File: src/rtl/core/sha1d_pkg.sv
// Shared types, constants and state encodings of the SHA-1 digest block.
`default_nettype none

package sha1d_pkg;

  typedef logic [31:0] word_t;
  typedef word_t [15:0] blk_t;
  typedef word_t [4:0]  chain_t;

  // Initial chaining value, word 0 in the lowest slot
  localparam chain_t ChainInit = {32'hC3D2E1F0, 32'h10325476, 32'h98BADCFE,
                                  32'hEFCDAB89, 32'h67452301};

  // Round constants
  localparam word_t K0 = 32'h5A827999;
  localparam word_t K1 = 32'h6ED9EBA1;
  localparam word_t K2 = 32'h8F1BBCDC;
  localparam word_t K3 = 32'hCA62C1D6;

  localparam logic [6:0] LastRound = 7'd79;

  // Byte positions inside a 64-byte block
  localparam logic [5:0] LastBytePos = 6'd63;
  localparam logic [5:0] LenBytePos  = 6'd56;
  localparam logic [7:0] PadByte     = 8'h80;

  // Digest word index of the final output beat
  localparam logic [2:0] LastIdx = 3'd4;

  // Queue between front and back
  localparam int unsigned QDepth = 4;
  localparam int unsigned QAw    = 2;

  typedef struct packed {
    logic [7:0] data;
    logic       has_byte;
    logic       eom;
  } ent_t;

  typedef struct packed {
    logic start;
    logic init;
  } core_ctrl_t;

  typedef struct packed {
    logic   busy;
    chain_t chain;
  } core_stat_t;

  typedef enum logic [1:0] {
    CS_IDLE,
    CS_RUN,
    CS_ADD
  } core_st_e;

  typedef enum logic [2:0] {
    BS_ABSORB,
    BS_PAD,
    BS_LEN,
    BS_FIN,
    BS_OUT
  } back_st_e;

endpackage

`default_nettype wire

File: src/rtl/core/sha1d_front.sv
// Input stage: takes stream beats, drops empty ones, hands the rest to the queue.
`default_nettype none

module sha1d_front (
  input  logic              clk_i,
  input  logic              rst_ni,
  input  logic              s_axis_tvalid_i,
  output logic              s_axis_tready_o,
  input  logic [7:0]        s_axis_tdata_i,  // [7:0] data_byte
  input  logic              s_axis_tuser_i,  // [0] has_byte
  input  logic              s_axis_tlast_i,  // end_of_message
  output logic              push_o,
  output sha1d_pkg::ent_t   push_data_o,
  input  logic              push_ready_i
);
  import sha1d_pkg::*;

  logic valid_q, valid_d;
  ent_t ent_q, ent_d;
  logic accept, keep, pushing;

  // Classify the beat: one with neither byte nor end changes nothing
  always_comb begin
    pushing = valid_q && push_ready_i;
    s_axis_tready_o = !valid_q || push_ready_i;
    accept = s_axis_tvalid_i && s_axis_tready_o;
    keep = s_axis_tuser_i || s_axis_tlast_i;
    valid_d = valid_q;
    ent_d = ent_q;
    if (pushing) begin
      valid_d = 1'b0;
    end
    if (accept && keep) begin
      valid_d = 1'b1;
      ent_d.data = s_axis_tdata_i;
      ent_d.has_byte = s_axis_tuser_i;
      ent_d.eom = s_axis_tlast_i;
    end
  end

  // Hold the staged entry
  always_ff @(posedge clk_i or negedge rst_ni) begin
    if (!rst_ni) begin
      valid_q <= 1'b0;
    end else begin
      valid_q <= valid_d;
    end
  end

  always_ff @(posedge clk_i) begin
    ent_q <= ent_d;
  end

  assign push_o = valid_q;
  assign push_data_o = ent_q;

endmodule

`default_nettype wire

File: src/rtl/core/sha1d_fifo.sv
// Short entry queue between the input stage and the block sequencer.
`default_nettype none

module sha1d_fifo (
  input  logic            clk_i,
  input  logic            rst_ni,
  input  logic            push_i,
  input  sha1d_pkg::ent_t push_data_i,
  output logic            push_ready_o,
  input  logic            pop_i,
  output logic            pop_valid_o,
  output sha1d_pkg::ent_t pop_data_o
);
  import sha1d_pkg::*;

  localparam logic [QAw:0] QCountMax = (QAw + 1)'(QDepth);

  ent_t             mem_q [QDepth];
  logic [QAw-1:0]   wr_ptr_q, rd_ptr_q;
  logic [QAw:0]     cnt_q;
  logic             do_push, do_pop;

  assign push_ready_o = (cnt_q != QCountMax);
  assign pop_valid_o  = (cnt_q != '0);
  assign pop_data_o   = mem_q[rd_ptr_q];
  assign do_push      = push_i && push_ready_o;
  assign do_pop       = pop_i && pop_valid_o;

  // Write the entry at the tail
  always_ff @(posedge clk_i) begin
    if (do_push) begin
      mem_q[wr_ptr_q] <= push_data_i;
    end
  end

  // Advance pointers and the fill count
  always_ff @(posedge clk_i or negedge rst_ni) begin
    if (!rst_ni) begin
      wr_ptr_q <= '0;
      rd_ptr_q <= '0;
      cnt_q    <= '0;
    end else begin
      if (do_push) begin
        wr_ptr_q <= wr_ptr_q + 1'b1;
      end
      if (do_pop) begin
        rd_ptr_q <= rd_ptr_q + 1'b1;
      end
      if (do_push && !do_pop) begin
        cnt_q <= cnt_q + 1'b1;
      end else if (do_pop && !do_push) begin
        cnt_q <= cnt_q - 1'b1;
      end
    end
  end

`ifndef SYNTHESIS
  a_cnt_bound: assert property (@(posedge clk_i) disable iff (!rst_ni)
    cnt_q <= QCountMax)
    else $error("queue count beyond depth");
  a_pop_nonempty: assert property (@(posedge clk_i) disable iff (!rst_ni)
    pop_i |-> cnt_q != '0)
    else $error("pop from empty queue");
`endif

endmodule

`default_nettype wire

File: src/rtl/core/sha1d_core.sv
// SHA-1 compression engine: one round per cycle, rolling 16-word schedule.
`default_nettype none

module sha1d_core (
  input  logic                  clk_i,
  input  logic                  rst_ni,
  input  sha1d_pkg::core_ctrl_t ctrl_i,
  input  sha1d_pkg::blk_t       blk_i,
  output sha1d_pkg::core_stat_t stat_o
);
  import sha1d_pkg::*;

  core_st_e   st_q, st_d;
  logic [6:0] rnd_q;
  word_t      a_q, b_q, c_q, d_q, e_q;
  chain_t     h_q;
  blk_t       w_q;
  word_t      f, k, t, w_mix, w_next;

  // Round function and schedule expansion
  always_comb begin
    if (rnd_q inside {[7'd0:7'd19]}) begin
      f = (b_q & c_q) | (~b_q & d_q);
      k = K0;
    end else if (rnd_q inside {[7'd20:7'd39]}) begin
      f = b_q ^ c_q ^ d_q;
      k = K1;
    end else if (rnd_q inside {[7'd40:7'd59]}) begin
      f = (b_q & c_q) | (b_q & d_q) | (c_q & d_q);
      k = K2;
    end else begin
      f = b_q ^ c_q ^ d_q;
      k = K3;
    end
    t = {a_q[26:0], a_q[31:27]} + f + e_q + k + w_q[0];
    w_mix = w_q[13] ^ w_q[8] ^ w_q[2] ^ w_q[0];
    w_next = {w_mix[30:0], w_mix[31]};
  end

  // Next state
  always_comb begin
    st_d = st_q;
    case (st_q)
      CS_IDLE: begin
        if (ctrl_i.start) begin
          st_d = CS_RUN;
        end
      end
      CS_RUN: begin
        if (rnd_q == LastRound) begin
          st_d = CS_ADD;
        end
      end
      CS_ADD: begin
        st_d = CS_IDLE;
      end
      default: begin
        st_d = CS_IDLE;
      end
    endcase
  end

  // Status outputs
  always_comb begin
    stat_o.busy  = (st_q != CS_IDLE);
    stat_o.chain = h_q;
  end

  // State and round counter
  always_ff @(posedge clk_i or negedge rst_ni) begin
    if (!rst_ni) begin
      st_q  <= CS_IDLE;
      rnd_q <= '0;
    end else begin
      st_q <= st_d;
      if (st_q == CS_IDLE) begin
        rnd_q <= '0;
      end else if (st_q == CS_RUN) begin
        rnd_q <= rnd_q + 1'b1;
      end
    end
  end

  // Working variables and schedule window
  always_ff @(posedge clk_i) begin
    if (st_q == CS_IDLE && ctrl_i.start) begin
      a_q <= h_q[0];
      b_q <= h_q[1];
      c_q <= h_q[2];
      d_q <= h_q[3];
      e_q <= h_q[4];
      w_q <= blk_i;
    end else if (st_q == CS_RUN) begin
      a_q <= t;
      b_q <= a_q;
      c_q <= {b_q[1:0], b_q[31:2]};
      d_q <= c_q;
      e_q <= d_q;
      w_q <= {w_next, w_q[15:1]};
    end
  end

  // Chaining words: reload the initial value or fold in the round result
  always_ff @(posedge clk_i or negedge rst_ni) begin
    if (!rst_ni) begin
      h_q <= ChainInit;
    end else if (ctrl_i.init) begin
      h_q <= ChainInit;
    end else if (st_q == CS_ADD) begin
      h_q[0] <= h_q[0] + a_q;
      h_q[1] <= h_q[1] + b_q;
      h_q[2] <= h_q[2] + c_q;
      h_q[3] <= h_q[3] + d_q;
      h_q[4] <= h_q[4] + e_q;
    end
  end

`ifndef SYNTHESIS
  a_rnd_bound: assert property (@(posedge clk_i) disable iff (!rst_ni)
    st_q == CS_RUN |-> rnd_q <= LastRound)
    else $error("round counter past last round");
  a_start_idle: assert property (@(posedge clk_i) disable iff (!rst_ni)
    (ctrl_i.start || ctrl_i.init) |-> st_q == CS_IDLE)
    else $error("core command while compressing");
`endif

endmodule

`default_nettype wire

File: src/rtl/core/sha1d_back.sv
// Block sequencer: packs bytes, pads, drives the compression core, emits the digest.
`default_nettype none

module sha1d_back (
  input  logic                  clk_i,
  input  logic                  rst_ni,
  input  logic                  q_valid_i,
  input  sha1d_pkg::ent_t       q_data_i,
  output logic                  q_pop_o,
  output sha1d_pkg::core_ctrl_t core_ctrl_o,
  output sha1d_pkg::blk_t       blk_o,
  input  sha1d_pkg::core_stat_t core_stat_i,
  output logic                  m_axis_tvalid_o,
  input  logic                  m_axis_tready_i,
  output logic [31:0]           m_axis_tdata_o,  // [31:0] digest_word
  output logic [2:0]            m_axis_tuser_o,  // [2:0] word_index
  output logic                  m_axis_tlast_o   // last_word
);
  import sha1d_pkg::*;

  back_st_e    st_q, st_d;
  blk_t        blk_q, blk_d;
  logic [5:0]  pos_q, pos_d;
  logic [60:0] len_q, len_d;
  logic        full_q, full_d;
  logic [2:0]  idx_q, idx_d;
  logic        pop, do_pad, do_len, issue, out_beat, out_done;
  logic [63:0] bit_len;

  assign bit_len = {len_q, 3'b000};

  // Next state
  always_comb begin
    st_d = st_q;
    case (st_q)
      BS_ABSORB: begin
        if (pop && q_data_i.eom) begin
          st_d = BS_PAD;
        end
      end
      BS_PAD: begin
        if (do_pad) begin
          st_d = BS_LEN;
        end
      end
      BS_LEN: begin
        if (do_len) begin
          st_d = BS_FIN;
        end
      end
      BS_FIN: begin
        if (!full_q && !core_stat_i.busy) begin
          st_d = BS_OUT;
        end
      end
      BS_OUT: begin
        if (out_done) begin
          st_d = BS_ABSORB;
        end
      end
      default: begin
        st_d = BS_ABSORB;
      end
    endcase
  end

  // Control outputs
  always_comb begin
    pop      = (st_q == BS_ABSORB) && q_valid_i && !full_q;
    do_pad   = (st_q == BS_PAD) && !full_q;
    do_len   = (st_q == BS_LEN) && !full_q;
    issue    = full_q && !core_stat_i.busy;
    m_axis_tvalid_o = (st_q == BS_OUT);
    out_beat = m_axis_tvalid_o && m_axis_tready_i;
    out_done = out_beat && (idx_q == LastIdx);
    q_pop_o  = pop;
    core_ctrl_o.start = issue;
    core_ctrl_o.init  = out_done;
  end

  // Digest word select
  always_comb begin
    case (idx_q)
      3'd0:    m_axis_tdata_o = core_stat_i.chain[0];
      3'd1:    m_axis_tdata_o = core_stat_i.chain[1];
      3'd2:    m_axis_tdata_o = core_stat_i.chain[2];
      3'd3:    m_axis_tdata_o = core_stat_i.chain[3];
      3'd4:    m_axis_tdata_o = core_stat_i.chain[4];
      default: m_axis_tdata_o = '0;
    endcase
    m_axis_tuser_o = idx_q;
    m_axis_tlast_o = (idx_q == LastIdx);
  end

  // Block buffer, byte position, length and output index
  always_comb begin
    blk_d  = blk_q;
    pos_d  = pos_q;
    len_d  = len_q;
    full_d = full_q;
    idx_d  = idx_q;
    // hand a full block to the core and start a fresh one
    if (issue) begin
      blk_d  = '0;
      full_d = 1'b0;
    end
    if (pop && q_data_i.has_byte) begin
      blk_d[pos_q[5:2]][{~pos_q[1:0], 3'b000} +: 8] = q_data_i.data;
      pos_d = pos_q + 1'b1;
      len_d = len_q + 1'b1;
      if (pos_q == LastBytePos) begin
        full_d = 1'b1;
      end
    end
    // append the marker byte; close the block if the length does not fit
    if (do_pad) begin
      blk_d[pos_q[5:2]][{~pos_q[1:0], 3'b000} +: 8] = PadByte;
      if (pos_q >= LenBytePos) begin
        full_d = 1'b1;
        pos_d  = '0;
      end else begin
        pos_d = pos_q + 1'b1;
      end
    end
    if (do_len) begin
      blk_d[14] = bit_len[63:32];
      blk_d[15] = bit_len[31:0];
      full_d    = 1'b1;
    end
    if (out_beat) begin
      idx_d = idx_q + 1'b1;
    end
    // drop back to the empty message
    if (out_done) begin
      idx_d = '0;
      pos_d = '0;
      len_d = '0;
    end
  end

  always_ff @(posedge clk_i or negedge rst_ni) begin
    if (!rst_ni) begin
      st_q   <= BS_ABSORB;
      blk_q  <= '0;
      pos_q  <= '0;
      len_q  <= '0;
      full_q <= 1'b0;
      idx_q  <= '0;
    end else begin
      st_q   <= st_d;
      blk_q  <= blk_d;
      pos_q  <= pos_d;
      len_q  <= len_d;
      full_q <= full_d;
      idx_q  <= idx_d;
    end
  end

  assign blk_o = blk_q;

`ifndef SYNTHESIS
  a_out_settled: assert property (@(posedge clk_i) disable iff (!rst_ni)
    m_axis_tvalid_o |-> !full_q && !core_stat_i.busy)
    else $error("digest shown while a block is pending");
  a_issue_busy: assert property (@(posedge clk_i) disable iff (!rst_ni)
    issue |=> core_stat_i.busy && !full_q)
    else $error("core did not take the block");
`endif

endmodule

`default_nettype wire

File: src/rtl/core/sha1_digest.sv
// Top level of the SHA-1 digest block: input stage, queue, sequencer, core.
//
//  channel  dir  tdata               tuser               tlast
//  s_axis   in   [7:0] data_byte     [0] has_byte        end_of_message
//  m_axis   out  [31:0] digest_word  [2:0] word_index    last_word
//
// Byte beats are taken one per cycle into a four-entry queue while it has
// room; the sequencer packs one byte per cycle unless a full block is pending,
// while the core compresses the previous block. Each 64-byte block goes
// through the one-round-per-cycle core as issue, 80 rounds and chaining add,
// so long messages are paced by the core. Closing a message adds padding and
// one or two compressions, then five output beats. Reset loads the initial
// chaining value; no clearing pass. Output stalls hold the digest; the queue
// then fills and the input stage drops tready until the digest has gone out.
`default_nettype none

module sha1_digest (
  input  logic        clk_i,
  input  logic        rst_ni,
  input  logic        s_axis_tvalid_i,
  output logic        s_axis_tready_o,
  input  logic [7:0]  s_axis_tdata_i,   // [7:0] data_byte
  input  logic        s_axis_tuser_i,   // [0] has_byte
  input  logic        s_axis_tlast_i,   // end_of_message
  output logic        m_axis_tvalid_o,
  input  logic        m_axis_tready_i,
  output logic [31:0] m_axis_tdata_o,   // [31:0] digest_word
  output logic [2:0]  m_axis_tuser_o,   // [2:0] word_index
  output logic        m_axis_tlast_o    // last_word
);
  import sha1d_pkg::*;

  logic       push, push_ready, q_valid, q_pop;
  ent_t       push_data, q_data;
  core_ctrl_t core_ctrl;
  core_stat_t core_stat;
  blk_t       blk;

  sha1d_front u_front (
    .clk_i           (clk_i),
    .rst_ni          (rst_ni),
    .s_axis_tvalid_i (s_axis_tvalid_i),
    .s_axis_tready_o (s_axis_tready_o),
    .s_axis_tdata_i  (s_axis_tdata_i),
    .s_axis_tuser_i  (s_axis_tuser_i),
    .s_axis_tlast_i  (s_axis_tlast_i),
    .push_o          (push),
    .push_data_o     (push_data),
    .push_ready_i    (push_ready)
  );

  sha1d_fifo u_fifo (
    .clk_i        (clk_i),
    .rst_ni       (rst_ni),
    .push_i       (push),
    .push_data_i  (push_data),
    .push_ready_o (push_ready),
    .pop_i        (q_pop),
    .pop_valid_o  (q_valid),
    .pop_data_o   (q_data)
  );

  sha1d_back u_back (
    .clk_i           (clk_i),
    .rst_ni          (rst_ni),
    .q_valid_i       (q_valid),
    .q_data_i        (q_data),
    .q_pop_o         (q_pop),
    .core_ctrl_o     (core_ctrl),
    .blk_o           (blk),
    .core_stat_i     (core_stat),
    .m_axis_tvalid_o (m_axis_tvalid_o),
    .m_axis_tready_i (m_axis_tready_i),
    .m_axis_tdata_o  (m_axis_tdata_o),
    .m_axis_tuser_o  (m_axis_tuser_o),
    .m_axis_tlast_o  (m_axis_tlast_o)
  );

  sha1d_core u_core (
    .clk_i  (clk_i),
    .rst_ni (rst_ni),
    .ctrl_i (core_ctrl),
    .blk_i  (blk),
    .stat_o (core_stat)
  );

endmodule

`default_nettype wire

File: config.mk
export PLATFORM = sky130hd
export DESIGN_NAME = sha1_digest
export DESIGN_NICKNAME = d
export VERILOG_FILES = /design/src/rtl/core/sha1d_pkg.sv /design/src/rtl/core/sha1d_front.sv /design/src/rtl/core/sha1d_fifo.sv /design/src/rtl/core/sha1d_core.sv /design/src/rtl/core/sha1d_back.sv /design/src/rtl/core/sha1_digest.sv
export SDC_FILE = /design/constraint.sdc
export NUM_CORES = 2
export LEC_CHECK = 0
export ABC_AREA = 1
export BUFFER_PORTS_ARGS = -buffer_cell sky130_fd_sc_hd__buf_2
export CAP_MARGIN = 10
export CORE_MARGIN = 3
export CORE_UTILIZATION = 46
export DETAILED_ROUTE_END_ITERATION = 10
export GPL_TIMING_DRIVEN = 0
export SETUP_SLACK_MARGIN = 0.1
export SLEW_MARGIN = 15
export SYNTH_ARGS = -nofsm -noshare
export SYNTH_HDL_FRONTEND = slang
export SYNTH_SLANG_ARGS = --single-unit
File: constraint.sdc
create_clock -name clk_i -period 31.4 [get_ports clk_i]
set_input_delay 1.57 -clock clk_i [delete_from_list [all_inputs] [get_ports clk_i]]
set_output_delay 1.57 -clock clk_i [all_outputs]
set_load 0.03 [all_outputs]
### Word level (Yosys, flattened, before mapping)

Memories as Yosys holds them, arrays and structs flattened.
Index checks and enable logic that the tools add are counted.

| storage, ports and cells | value |
|---|---|
| bits in registers | 1445 |
| bits in latches | 0 |
| bits in writable memories | 40 |
| memory bits (read-only) | 0 |
| bits of input ports | 14 |
| output and inout bits | 38 |
| word-level logic and storage cells | 224 |
| memories kept | 1 |

Memories:

| name | depth | bits a word | read ports | clocked after Yosys merged registers in | wr ports | line | text |
|---|---|---|---|---|---|---|---|
| u_fifo.mem_q | 4 | 10 | 1 | 0 | 1 | sha1d_fifo.sv:18 | `ent_t mem_q [QDepth];` |

| operators by class | value |
|---|---|
| add/sub/neg operators | 18 |
| $mul | 0 |
| div/mod/pow operators | 0 |
| $lt $le $gt $ge | 9 |
| eq/ne operators | 20 |
| shift operators | 3 |
| mux-type cells | 60 |
| bitwise gates (word level) | 14 |
| reduce and logical (&&, ||, !) cells | 43 |

Operators by type and width:

| operator | number |
|---|---|
| $mux W512 | 5 |
| $bwmux W512 | 2 |
| $mux W32 | 16 |
| $mux W160 | 2 |
| $add A32 B32 Y32 | 9 |
| $pmux W32 S5 | 1 |
| $xor A32 B32 Y32 | 5 |
| $and A32 B32 Y32 | 4 |
| $demux W32 S4 | 1 |
| $mux W61 | 2 |
| $or A32 B32 Y32 | 3 |
| $mux W64 | 1 |
| $add A61 B1 Y61 const B | 1 |
| $not A32 Y32 | 1 |
| $shift A8 B7 Y32 const A | 1 |
| $shiftx A8 B7 Y32 | 1 |
| $shiftx A8 B7 Y32 const A | 1 |
| $mux W31 | 1 |
| $mux W3 | 9 |
| $mux W6 | 4 |
| $logic_and A1 B1 Y1 | 21 |
| $reduce_bool A2 Y1 | 8 |
| $pmux W3 S5 | 1 |
| $le A7 B6 Y1 const B | 2 |
| 35 further kinds | 65 |

### Depth between registers and ports, before layout

| logic depth | value |
|---|---|
| depth in word-level cells | 12 |
| mapped depth | 30 |
| mapped depth without buffers | 30 |

### By module

A second synthesis with hierarchy kept.

| second synthesis, totals | value |
|---|---|
| cells, all modules | 9672 |
| area, all modules | 82238.9 um^2 |

By module, submodules not included:

| module | instances | cells each | area each (um^2) | sequential area each (um^2) |
|---|---|---|---|---|
| sha1d_core | 1 | 6105 | 50926.3 | 24508.5 |
| sha1d_back | 1 | 3373 | 28866.4 | 14664.1 |
| sha1d_fifo | 1 | 176 | 2085.8 | 1376.3 |
| sha1d_front | 1 | 18 | 360.3 | 325.3 |

### Least setup slack after synthesis

OpenSTA, ideal clock, no wires.

| timing | value |
|---|---|
| path kind | reg-to-reg |
| from | register u_back.full_q |
| to | register u_core.a_q[0] (enable) |
| setup time | 4726 ps |
| arrival time | 12254 ps |
| data required time | 26674 ps |
| setup slack | 14420 ps |
| cell stages (with the launch flop) | 8 |
| path buffers | 3 |
| clock period less this slack | 16980 ps |
| cells stage by stage | dfrtp_1 inv_1 nor2_2 inv_2 clkbuf_1 clkbuf_1 buf_2 nand2_1 |

| on the way | value |
|---|---|
| cells in the longest elaborated chain, start to end | 3 |

Ends and longest elaborated chain:

| what | line | text |
|---|---|---|
| from (decl) | sha1d_back.sv:25 | `logic full_q, full_d;` |
| from (signal assigned) | sha1d_back.sv:154 | `full_q <= full_d;` |
| $logic_and A1 B1 Y1 | sha1d_back.sv:72 | `issue = full_q && !core_stat_i.busy;` |
| $logic_and A1 B1 Y1 | sha1d_core.sv:86 | `if (st_q == CS_IDLE && ctrl_i.start) begin` |
| $reduce_bool A2 Y1 (no line) | -- |  |
| to (signal assigned) | sha1d_core.sv:87 | `a_q <= h_q[0];` |
| to (signal assigned) | sha1d_core.sv:94 | `a_q <= t;` |
| to (decl) | sha1d_core.sv:15 | `word_t a_q, b_q, c_q, d_q, e_q;` |

No other way between the ends.
A chain may end at the register's enable or synchronous reset.

### Final worst setup path

| timing | value |
|---|---|
| from | register u_core.rnd_q[6] |
| to | register u_core.a_q[29] (data pin) |

| on the way | value |
|---|---|
| cells in the longest elaborated chain, start to end | 11 |
| elaborated cells between the ends (all ways) | 21 |
| those cells by class | add/sub (4); order compare (6); mux (8); reduce/logical (3) |

Ends and longest elaborated chain:

| what | line | text |
|---|---|---|
| from (decl) | sha1d_core.sv:14 | `logic [6:0] rnd_q;` |
| from (signal assigned) | sha1d_core.sv:79 | `rnd_q <= rnd_q + 1'b1;` |
| $ge A7 B6 Y1 or $le A7 B6 Y1 (tied branches) | sha1d_core.sv:28 | `end else if (rnd_q inside {[7'd40:7'd59]}) begin` |
| $logic_and A1 B1 Y1 | sha1d_core.sv:28 |  |
| $mux W32 | sha1d_core.sv:28 |  |
| $mux W32 | sha1d_core.sv:25 | `end else if (rnd_q inside {[7'd20:7'd39]}) begin` |
| $mux W32 | sha1d_core.sv:22 | `if (rnd_q inside {[7'd0:7'd19]}) begin` |
| $add A32 B32 Y32 (2 in a row) | sha1d_core.sv:35 | `t = {a_q[26:0], a_q[31:27]} + f + e_q + k + w_q[0];` |
| $add A32 B32 Y32 (*) (2 in a row) | sha1d_core.sv:35 |  |
| $mux W32 (*) | sha1d_core.sv:93 | `end else if (st_q == CS_RUN) begin` |
| $mux W32 (*) | sha1d_core.sv:86 |  |

Every way passes the cells marked *; elsewhere a longest branch is shown, timed or not. The select of a mux whose other input is x is not followed.

==> impl_metrics.py <==
metrics = {
    "status": {
        "outcome": "finished clean",
    },
    "yosys": {
        "synth.area.top_cells": "edfxtp_1, dfrtp_1, nand2_1, inv_1, o21ai_0",
        "syn_nets": 10108,
        "synth_compound_area_share_pct": 13.4,
        "syn_area_mm2": 0.0820,
        "synth_top_area_share_pct": 26.4,
        "synth_top_family_by_area": "simple AND/OR/NAND/NOR gates",
        "synth_xor_area_share_pct": 1.72,
        "synth_async_sr_flop_share_pct": 51.4,
        "synth_edf_count": 722,
        "synthCells": 9730,
        "synth_simple_gate_area_share_pct": 20.0,
        "yosys_most_used_dff": "edfxtp_1",
        "muxShareOfSynthArea_pct": 0.0137,
        "yosys.area.top_type": "edfxtp_1",
        "synth_fa_ha_area_share_pct": 6.70,
        "synth_top_cells_by_count": "nand2_1, inv_1, nor2_1, o21ai_0, edfxtp_1",
        "yosysMostFrequentCell": "nand2_1",
        "syn_avg_cell_area_um2": 8.43,
        "yosys_warnings": 0,
        "synth_seq_cells": 1485,
        "synth_cell_types": 52,
        "yosysSeqAreaShare_pct": 49.8,
    },
    "worst_setup_path": {
        "crit_family": "compound AO/OA/AOI/OAI gates",
        "endpoint_kind": "flip-flop",
        "crit_chain": "inv_1 > nand2_1 > a21oi_1 > nand2_1 > nand2_1 > buf_1 > o221ai_1 > fa_1 > inv_1 > fa_1 > inv_1 > fa_1 > inv_1 > ha_1 > inv_1 > o31ai_1 > nand2_1 > nand3_1 > nand3_1 > nand2_1 > nand2_1 > nand3_1 > o21ai_0",
        "max_stage_delay_ns": 0.88,
        "critical_path_arrival_ns": 8.42,
        "critPathBufInv": 6,
        "r2r_slack_ns": 23.54,
        "cp_slowest_cell": "o31ai_1",
        "crit_type": "reg2reg",
        "worstPathMaxFanout": 11,
        "cp.required_ns": 31.95,
        "cp-start-kind": "flip-flop",
        "critPathMostFrequentCell": "nand2_1",
    },
    "finish": {
        "layout-drive-gt1-share_pct": 5.96,
        "fin_cells": 12461,
        "area_growth_pct": 11.3,
        "post-route-util_pct": 51.7,
        "nFillCells": 17055,
        "fin_nets": 10349,
    },
    "detailed_routing": {
        "wl_um": 356000,
        "dr.pass1.iters": 6,
        "drcViolationCount": 0,
        "ant_nets": 0,
        "routed-via-count": 72985,
        "drt_iter0_markers": 8742,
        "wl_per_cell_um": 28.5,
        "detail_route.vias_per_cell": 5.86,
    },
    "clock_network": {
        "clk_pin_slew_ns": 0.07,
        "htree_num_levels": 4,
        "cts_buffer_depth": 3,
        "clk_latency_ns": 0.84,
        "post-cts-setup-buffer-count": 0,
        "cts_buffers": 169,
        "cts_tree": "yes",
        "hold_buffers": 0,
        "cts.repair.resized": 0,
        "clock-root-buffer": "clkbuf_16",
        "cts_sinks": 1485,
    },
    "global_route": {
        "antenna_found_initial": 8,
        "grt.busiest_layer": "met2",
        "use_met3_pct": 6.45,
        "grt_max_degree": 134,
        "grtUsageMet1_pct": 46.9,
        "overflow": 0,
        "grt_pass1_wl_um": 500000,
        "met2_usage_pct": 59.6,
        "grt_usage_pct": 38.0,
        "grt_pass1_vias": 69451,
    },
    "hold_path": {
        "hp-class": "reg2reg",
    },
    "sta": {
        "fmaxAchievable_mhz": 127,
        "tightestPinTransition_ns": 1.39,
        "hold_ws_ns": 0.509,
        "maxSlewHeadroom_pct": 7.37,
        "timing.final.crit_share_pct": 25.0,
        "hold_viol_final": 0,
        "fin_setup_tns_ns": 0,
        "min_period_ns": 7.86,
        "setup_viol": 0,
        "rsz0062_at_grt": "no",
        "slew_viol_final": 0,
        "finClkSkew_ns": 0.0282,
    },
    "placement": {
        "dp_hpwl_um": 276000,
        "placedCellCount": 12140,
        "port_buffers": 51,
        "place_congestion": 1.06,
    },
    "floorplan": {
        "row_count": 154,
        "io_pins": 52,
        "coreArea_mm2": 0.177,
        "initial_core_util_pct": 46.4,
        "die_x_um": 428,
        "die_area_mm2": 0.183,
        "die_h_um": 428,
    },
    "flow_run": {
        "drv_cap": 0,
    },
}
## cell usage in the layout, fill, tap and decap left out, drive strengths merged, types with 21 or more instances in the layout
master,n
xnor2,112
fa,125
clkbuf,486
dfstp,80
a21oi,501
nand2,2393
edfxtp,722
o221ai,38
o31ai,25
nor2,818
ha,239
o211ai,47
inv,1452
nand3,495
xor2,49
o22ai,404
clkinv,58
nor3,105
nor4,23
nand4,101
buf,157
a21o,21
dfrtp,683
o21ai,833
## per-layer routing
layer  wire length [µm]  vias to the layer above
met3              28000                      994
met4              33900                        4
met2             159000                     3697
met1             135000                    35547
li1                   -                    32743
met5                 27                        -
## worst min-delay path, stage by stage, from the launching register on
cell and delay (ns):
dfstp_2 0.38, inv_1 0.07, a32oi_1 0.05
## through the flow
stage	setup WS [ns]	area [µm²]
after floorplan	14.42	82000
after global placement	4.29	85200
after detailed placement	23.75	85700
after CTS	23.74	91300
after global routing	23.48	91300
final	23.54	91300
## state kept, by name, summed over array words and instances (netlist names), 2 cells and up
signal                 flops
u_back.blk_o             512
u_back.len_q              61
u_back.m_axis_tuser_o      3
u_back.pos_q               6
u_back.st_q                3
u_core.a_q                32
u_core.b_q                32
u_core.c_q                32
u_core.d_q                32
u_core.e_q                32
u_core.rnd_q               7
u_core.st_q                2
u_core.stat_o            160
u_core.w_q               512
u_fifo.cnt_q               3
u_fifo.mem_q              40
u_fifo.rd_ptr_q            2
u_fifo.wr_ptr_q            2
u_front.push_data_o       10
## cells by family (layout without fill, tap and decap cells)
logic type,after synthesis,in the layout
buffers and inverters,1781,2168
adders and majority gates,364,364
and+or+nand+nor,3971,3971
DFF,1485,1485
xor gates and xnor gates,161,161
muxes,1,1
other,0,4
AOI/OAI and AO/OA,1967,1967
## path summary, 6_finish.rpt
kind	start	endpoint	depth (start not counted)
min in group asynchronous	rst_ni	u_core.stat_o[121]$_DFFE_PN0P_	1
max in group asynchronous	rst_ni	u_back.blk_o[360]$_DFF_PN0_	5
setup reg to reg	u_core.rnd_q[6]$_DFFE_PN0P_	u_core.a_q[29]$_DFFE_PP_	23
hold reg to reg	u_core.stat_o[141]$_DFFE_PN1P_	u_core.stat_o[141]$_DFFE_PN1P_	2
hold / removal	u_core.stat_o[141]$_DFFE_PN1P_	u_core.stat_o[141]$_DFFE_PN1P_	2
setup / recovery	u_core.rnd_q[6]$_DFFE_PN0P_	u_core.a_q[29]$_DFFE_PP_	23
## area by class of cell
type,instances,area (µm²),area share (%)
Clock buffer,254,4840,5.30
Buffer,319,1340,1.47
Timing Repair Buffer,70,778,0.852
Clock inverter,63,726,0.795
Sequential cell,1485,40900,44.8
Tap cell,2340,2930,3.21
Multi-Input combinational cell,6464,34300,37.6
Antenna cell,4,10.0,0.0110
Inverter,1462,5490,6.01
Power is not shown: default switching activity piles up to over one toggle a cycle in this logic, so the estimate is an artifact.
